--- src/rtl/opm_pkg.sv ---
// ---------------------------------------------------------------------------
// opm_pkg: shared types and constants for the oriented point mapper
// Register indexes, mapping modes, operand widths and divider geometry.
// ---------------------------------------------------------------------------
`default_nettype none

package opm_pkg;

    // coordinate width of the input words
    localparam int COORD_BITS_DEF = 16;

    // geometry register widths
    localparam int SIZE_W = 15;
    localparam int OFS_W  = 16;
    localparam int OUT_W  = 32;

    // signed operand ahead of the multiplier (a 32-bit point minus a 16-bit offset)
    localparam int OPA_W = 33;
    // product magnitude, operand times a size
    localparam int MAG_W = OPA_W + SIZE_W;

    // divider: quotient bits resolved per pipeline stage
    localparam int STEP_BITS  = 4;
    localparam int DIV_STAGES = MAG_W / STEP_BITS;

    // configuration port
    localparam int CFG_IDX_W  = 3;
    localparam int CFG_DATA_W = 16;

    typedef enum logic [CFG_IDX_W-1:0] {
        REG_FRAME_PRESENT  = 3'd0,
        REG_CONTENT_LEFT   = 3'd1,
        REG_CONTENT_TOP    = 3'd2,
        REG_CONTENT_WIDTH  = 3'd3,
        REG_CONTENT_HEIGHT = 3'd4,
        REG_FRAME_WIDTH    = 3'd5,
        REG_FRAME_HEIGHT   = 3'd6,
        REG_ORIENTATION    = 3'd7
    } cfg_reg_t;

    typedef enum logic [1:0] {
        MODE_TO_FRAME  = 2'd0,
        MODE_TO_SCREEN = 2'd1,
        MODE_RADIUS    = 2'd2,
        MODE_NONE      = 2'd3
    } mode_t;

    typedef enum logic [2:0] {
        ORI_0    = 3'd0,
        ORI_90   = 3'd1,
        ORI_180  = 3'd2,
        ORI_270  = 3'd3,
        ORI_M0   = 3'd4,
        ORI_M90  = 3'd5,
        ORI_M180 = 3'd6,
        ORI_M270 = 3'd7
    } orient_t;

    // per-item control carried alongside the divider
    typedef struct packed {
        logic  valid;
        logic  ok;
        mode_t mode;
        logic  neg_x;
        logic  neg_y;
    } side_t;

endpackage

`default_nettype wire

--- src/rtl/opm_div_pipe.sv ---
// ---------------------------------------------------------------------------
// opm_div_pipe: pipelined unsigned restoring divider
// Magnitude over a nonzero size, STEP_BITS quotient bits per stage.
// ---------------------------------------------------------------------------
`default_nettype none

module opm_div_pipe (
    input  wire logic                        aclk,
    input  wire logic                        en,
    input  wire logic [opm_pkg::MAG_W-1:0]   num,
    input  wire logic [opm_pkg::SIZE_W-1:0]  den,
    output logic      [opm_pkg::OUT_W-1:0]   quo
);

    localparam int MW = opm_pkg::MAG_W;
    localparam int DW = opm_pkg::SIZE_W;
    localparam int NS = opm_pkg::DIV_STAGES;

    // partial remainder, numerator with quotient shifted in, divisor
    logic [DW-1:0] rem_reg [NS];
    logic [MW-1:0] numq_reg[NS];
    logic [DW-1:0] den_reg [NS];

    for (genvar g = 0; g < NS; g++) begin : g_stage
        logic [DW-1:0] r_in;
        logic [MW-1:0] n_in;
        logic [DW-1:0] d_in;
        logic [DW-1:0] r_next;
        logic [MW-1:0] n_next;

        if (g == 0) begin : g_first
            assign r_in = '0;
            assign n_in = num;
            assign d_in = den;
        end else begin : g_rest
            assign r_in = rem_reg[g-1];
            assign n_in = numq_reg[g-1];
            assign d_in = den_reg[g-1];
        end

        // shift-subtract steps of this stage
        always_comb begin : step
            logic [DW-1:0] r;
            logic [MW-1:0] n;
            logic [DW:0]   t;
            r = r_in;
            n = n_in;
            t = '0;
            for (int j = 0; j < opm_pkg::STEP_BITS; j++) begin
                t = {r, n[MW-1]};
                n = {n[MW-2:0], 1'b0};
                if (t >= {1'b0, d_in}) begin
                    t    = t - {1'b0, d_in};
                    n[0] = 1'b1;
                end
                r = t[DW-1:0];
            end
            r_next = r;
            n_next = n;
        end

        always_ff @(posedge aclk) begin
            if (en) begin
                rem_reg[g]  <= r_next;
                numq_reg[g] <= n_next;
                den_reg[g]  <= d_in;
            end
        end
    end

    assign quo = numq_reg[NS-1][opm_pkg::OUT_W-1:0];

endmodule

`default_nettype wire

--- config.mk ---
export PLATFORM = sky130hd
export DESIGN_NAME = opm_div_pipe
export DESIGN_NICKNAME = d
export VERILOG_FILES = /design/src/rtl/opm_pkg.sv /design/src/rtl/opm_div_pipe.sv
export SDC_FILE = /design/constraint.sdc
export NUM_CORES = 2
export LEC_CHECK = 0
export BUFFER_PORTS_ARGS = -buffer_cell sky130_fd_sc_hd__buf_2
export CAP_MARGIN = 5
export CORE_ASPECT_RATIO = 1.25
export CORE_MARGIN = 5
export CORE_UTILIZATION = 30
export CTS_CLUSTER_DIAMETER = 60
export DETAILED_ROUTE_END_ITERATION = 7
export HOLD_SLACK_MARGIN = 0.02
export PLACE_DENSITY = 0.46
export SETUP_SLACK_MARGIN = 0.3
export SLEW_MARGIN = 10
export SYNTH_ARGS = -nofsm -noshare
export SYNTH_HDL_FRONTEND = slang
export SYNTH_SLANG_ARGS = --single-unit
--- constraint.sdc ---
create_clock -name aclk -period 11.5 [get_ports aclk]
set_input_delay 2.3 -clock aclk [delete_from_list [all_inputs] [get_ports aclk]]
set_output_delay 2.3 -clock aclk [all_outputs]
set_load 0.01 [all_outputs]
# Yosys cells after proc, flatten, opt, wreduce, memory -nomap -nowiden
# Memories as Yosys holds them, arrays and structs flattened.
# Cells that the tools add are included.
dict set report totals {
  register_bits 0
  latchBits 0
  ramBits 936
  mem_bits_ro 0
  inputBits 65
  output_inout_bits 32
  elab_cells 197
  memories 3
}
dict set report op_classes {
  add_sub_neg 48
  multipliers 0
  div_mod_pow 0
  n_lt_le_gt_ge 48
  n_eq_ne 0
  shift 0
  n_mux 98
  n_bitwise 0
  n_reduce_logical 0
}
# memory depth word_bits rd rd_ports_with_merged_regs wr line_no
set memory_table {}
lappend memory_table {numq_reg 12 48 12 0 12 opm_div_pipe.sv:21} ;# logic [MW-1:0] numq_reg[NS];
lappend memory_table {den_reg 12 15 11 0 12 opm_div_pipe.sv:22} ;# logic [DW-1:0] den_reg [NS];
lappend memory_table {rem_reg 12 15 11 0 12 opm_div_pipe.sv:20} ;# logic [DW-1:0] rem_reg [NS];
# operator count
set ops {}
lappend ops {{$ge 16x15->1} 47}
lappend ops {{$mux 15} 48}
lappend ops {{$sub 15x15->15} 47}
lappend ops {{$mux 1} 50}
lappend ops {{$ge 1x15->1} 1}
lappend ops {{$sub 1x15->15} 1}

# Logic depth before layout (Yosys ltp)
# An unclocked memory read counts as a cell.
dict set report logic_depth {
  depth_word 9
  mapped_depth 54
  mapped_depth_nobuf 48
}

# Least setup slack after synthesis
# OpenSTA, ideal clock, no wires.
dict set report synth_path {
  path_type {input port to flip-flop}
  startpoint {input den[11] (netlist bit)}
  endpoint {memory rem_reg[0][10] (netlist bit) (data pin)}
  arrival_time_ns 10.574
  path_slack_ns 0.666
  cell_stages 37
  n_path_buf 3
  path_cell_list {or4_1 > a2111oi_0 > and3_1 > clkbuf_1 > nor2b_1 > ha_1 > a21o_1 > a21o_1 > or3_1 > o211ai_1 > nand3b_1 > a21oi_1 > mux2i_1 > ha_1 > inv_1 > o21ai_0 > a21oi_1 > o21ai_0 > a31oi_1 > o2111ai_1 > a21o_1 > a21oi_2 > clkbuf_1 > o21ai_0 > fa_1 > a21o_1 > a21o_1 > a21oi_1 > o21ai_0 > a2111oi_0 > nor2_1 > o21ai_0 > inv_1 > o21ai_0 > nand3_1 > buf_2 > mux2_2}
}
# element line_no
set synth_lines {}
lappend synth_lines {{start: declaration} opm_div_pipe.sv:11} ;# input wire logic [opm_pkg::SIZE_W-1:0] den,
lappend synth_lines {{end: declaration} opm_div_pipe.sv:20}

==> flow_metrics.env <==
export IMPL_synth_compound_area_frac=0.190
export IMPL_yosysTopAreaCell="edfxtp_1"
export IMPL_setup_worst_path_start="den_reg[4][0]$_DFFE_PP_"
export IMPL_drtIter0Drc=2807
export IMPL_fin_crit_sh=0.914
export IMPL_crit_path_end_kind="flip-flop"
export IMPL_dieWidth_um=416
export IMPL_ys_flop_type="edfxtp_1"
export IMPL_r2r_end="rem_reg[5][3]$_DFFE_PP_"
export IMPL_synth_adder_area_share=0.158
export IMPL_n_fill_cell=20800
export IMPL_required_ns=11.99
export IMPL_syn_avg_cell_area_sq_um=9.74
export IMPL_reg2reg_setup_slack_ns=0.99
export IMPL_wl_um=174000
export IMPL_syn_to_final_growth_pct=15.1
export IMPL_critPathCapture="rem_reg[5][3]$_DFFE_PP_"
export IMPL_synth_area_leaders="edfxtp_1 36%, ha_1 14%, mux2_2 4.5%"
export IMPL_r2r_start="den_reg[4][0]$_DFFE_PP_"
export IMPL_hold_path_class="reg -> reg"
export IMPL_final_instance_count_excl_fill=9482
export IMPL_fin_nets=7490
export IMPL_setup_viol=0
export IMPL_fmax_ghz=0.0951
export IMPL_synth_cell_types=96
export IMPL_rsz0062_at_grt="yes"
export IMPL_synth_simple_area_share=0.127
export IMPL_wl_per_cell_um=18.4
export IMPL_synth_xor_xnor_area_share=0.0662
export IMPL_grt_max_degree=136
export IMPL_hpwlAfterDp_um=138000
export IMPL_drc_errors=0
export IMPL_hold_viol_final=0
export IMPL_critPathMaxFanout=19
export IMPL_start_util=0.301
export IMPL_drt_pass1_iter_count=8
export IMPL_drive_above_1_share=0.133
export IMPL_synth_top_family_by_area="compound AO/OA/AOI/OAI gates"
export IMPL_antenna_found_initial=5
export IMPL_h_tree_depth=3
export IMPL_vias=48500
export IMPL_clock_sinks=738
export IMPL_clkLatencyLatePin_ns=0.75
export IMPL_place_congestion=0.850
export IMPL_numCtsBuffers=101
export IMPL_drtAntennaViolNets=0
export IMPL_synth_async_reset_ratio=0
export IMPL_multi_input_area_sq_um=37500
export IMPL_cap_violations=0
export IMPL_grt_pass1_wl_um=270000
export IMPL_tightestPinTransition_ns=0.991
export IMPL_synth_seq_cells=738
export IMPL_clk_path_buf_depth=3
export IMPL_skew_ns=0.0343
export IMPL_cts_tree="done"
export IMPL_relSlewSlack=0.339
export IMPL_synth_nets=7148
export IMPL_yosysWarnings=0
export IMPL_synth_area_sq_um=61700
export IMPL_layout_min_cycle_time_ns=10.51
export IMPL_drv_slew=0
export IMPL_rows=186
export IMPL_pin_count=97
export IMPL_die_area_sq_um=215000
export IMPL_status="finished, final reports clean"
export IMPL_clk_pin_slew_worst_paths_ns=0.06
export IMPL_reg2reg_depth=41
export IMPL_largest_reg_flops=408
export IMPL_slowest_delay_ns=0.45
export IMPL_fp_dieH_um=517
export IMPL_cp_slowest_cell="edfxtp_1"
export IMPL_yosysSeqAreaShare=0.359
export IMPL_grt_total_usage=0.157
export IMPL_numPlacedInstances=9270
export IMPL_io_buffers=96
export IMPL_core_region_area_sq_um=205000
export IMPL_worstPathArrival_ns=11.00
export IMPL_synth_mux_area_frac=0.0616
export IMPL_grt_pass1_vias=48300
export IMPL_crit_type="reg -> reg"
export IMPL_regArea_sq_um=22200
export IMPL_synth_edf_count=738
export IMPL_start_kind="flip-flop"
export IMPL_synth_top_area_share=0.359
export IMPL_syn_inst=6330
export IMPL_via_per_inst=5.11
export IMPL_grt_overflow=0
export IMPL_cts_root_buf="clkbuf_16"
-- how the worst min path moves through the flow --
stage	from	endpoint	slack, ns	depth (start not counted)
after floorplan	numq_reg[0][56]$_DFFE_PP_	numq_reg[0][108]$_DFFE_PP_	0.40	0
after global placement	numq_reg[2][14]$_DFFE_PP_	numq_reg[2][66]$_DFFE_PP_	0.40	0
after detailed placement	numq_reg[0][89]$_DFFE_PP_	numq_reg[0][141]$_DFFE_PP_	0.40	0
after CTS	numq_reg[0][174]$_DFFE_PP_	numq_reg[1][34]$_DFFE_PP_	0.40	0
after global routing	numq_reg[0][30]$_DFFE_PP_	numq_reg[0][82]$_DFFE_PP_	0.40	0
final	numq_reg[0][187]$_DFFE_PP_	numq_reg[1][47]$_DFFE_PP_	0.41	0
-- critical path, delay by kind of cell, from the launching register on --
family / cells / cell delay (ns)
simple gates: 6 / 0.97
buf+inv: 4 / 0.76
flops: 1 / 0.45
mux: 4 / 1.24
compound gates: 22 / 5.23
fa+ha+maj: 5 / 1.60
-- through the flow --
| step | area [sq um] | hold slack [ns] | setup slack, ns | util | TNS [ns] |
|---|---|---|---|---|---|
| floorplan | 61700 | 0.400 | 0.666 | - | 0 |
| global placement | 67000 | 0.400 | -0.0688 | 0.327 | -0.635 |
| detailed placement | 67000 | 0.405 | -0.0824 | 0.327 | -0.749 |
| CTS | 70500 | 0.399 | 0.314 | 0.344 | 0 |
| global route | 71000 | 0.402 | 0.279 | 0.346 | 0 |
| finish | 71000 | 0.406 | 0.986 | 0.346 | 0 |
-- cell usage in the layout, fill, tap and decap left out, types with 31 or more instances in the layout --
cell       Yosys  routed
o211ai_1      34      34
buf_2         22      95
nor2b_1      109     109
o21ai_0      405     392
nand3_1      122     121
or3_1         31      31
nand4_1       99      99
mux2i_1       86      79
inv_1        502     500
nor3_1       131     130
a31oi_1       46      46
o21a_1       116     115
or2_2         33      33
a21boi_0      53      47
o31ai_1       75      73
fa_1          46      46
nor2_1       431     430
ha_1         707     707
a211oi_1      52      49
o21bai_1      56      56
mux2_2       248     248
buf_4          0     224
a21oi_1      497     488
nand2_1      413     413
clkbuf_16      0     101
edfxtp_1     738     738
xor2_1       162     162
xnor2_1      304     304
nand2b_1     103     103
a21o_1       161     161
-- logic make-up (layout without fill, tap and decap cells) --
group | after synthesis | count (layout)
AOI/OAI and AO/OA | 1799 | 1799
and+or+nand+nor | 1624 | 1624
adders and majority gates | 753 | 753
DFF | 738 | 738
buffers and inverters | 606 | 1031
xor gates and xnor gates | 466 | 466
muxes | 344 | 344
other | 0 | 1
-- what timing repair did --
action | 4_1_cts | 5_1_grt
resized for setup | 6 | 74
endpoints found under the setup margin | 44 | 144
buffers inserted | 0 | 25
pin swaps | 0 | 9
hold buffers | 0 | 0
-- area by class of cell --
class / count / share of cell area
Sequential cell: 738 / 0.312
Inverter: 509 / 0.0271
Tap cell: 2726 / 0.0481
Multi-Input combinational cell: 4986 / 0.529
Timing Repair Buffer: 336 / 0.0345
Clock inverter: 77 / 0.0133
Antenna cell: 1 / 0.0000353
Clock buffer: 109 / 0.0360
-- metal layers --
layer / vias up / part of all wire / GRT usage / wire length (um)
met5: - / 0 / 0 / 0
met4: 0 / 0.036 / 0.0571 / 6320
met3: 291 / 0.030 / 0.0169 / 5260
met2: 854 / 0.50 / 0.284 / 86300
met1: 23000 / 0.44 / 0.192 / 76400
li1: 24300 / - / - / -
-- Yosys cell counts (all sizes together) (86+ instances only) --
library cell,number
nand3,122
nand2b,103
nand4,99
a21o,161
mux2,258
nor2,431
xnor2,304
a21oi,500
nor3,131
xor2,162
mux2i,86
nand2,414
nor2b,109
inv,508
o21ai,418
edfxtp,738
o21a,116
ha,707
Power is left out: the tool's default activity adds up to more than one toggle a clock period on the data nets, which glitch-free logic cannot reach.
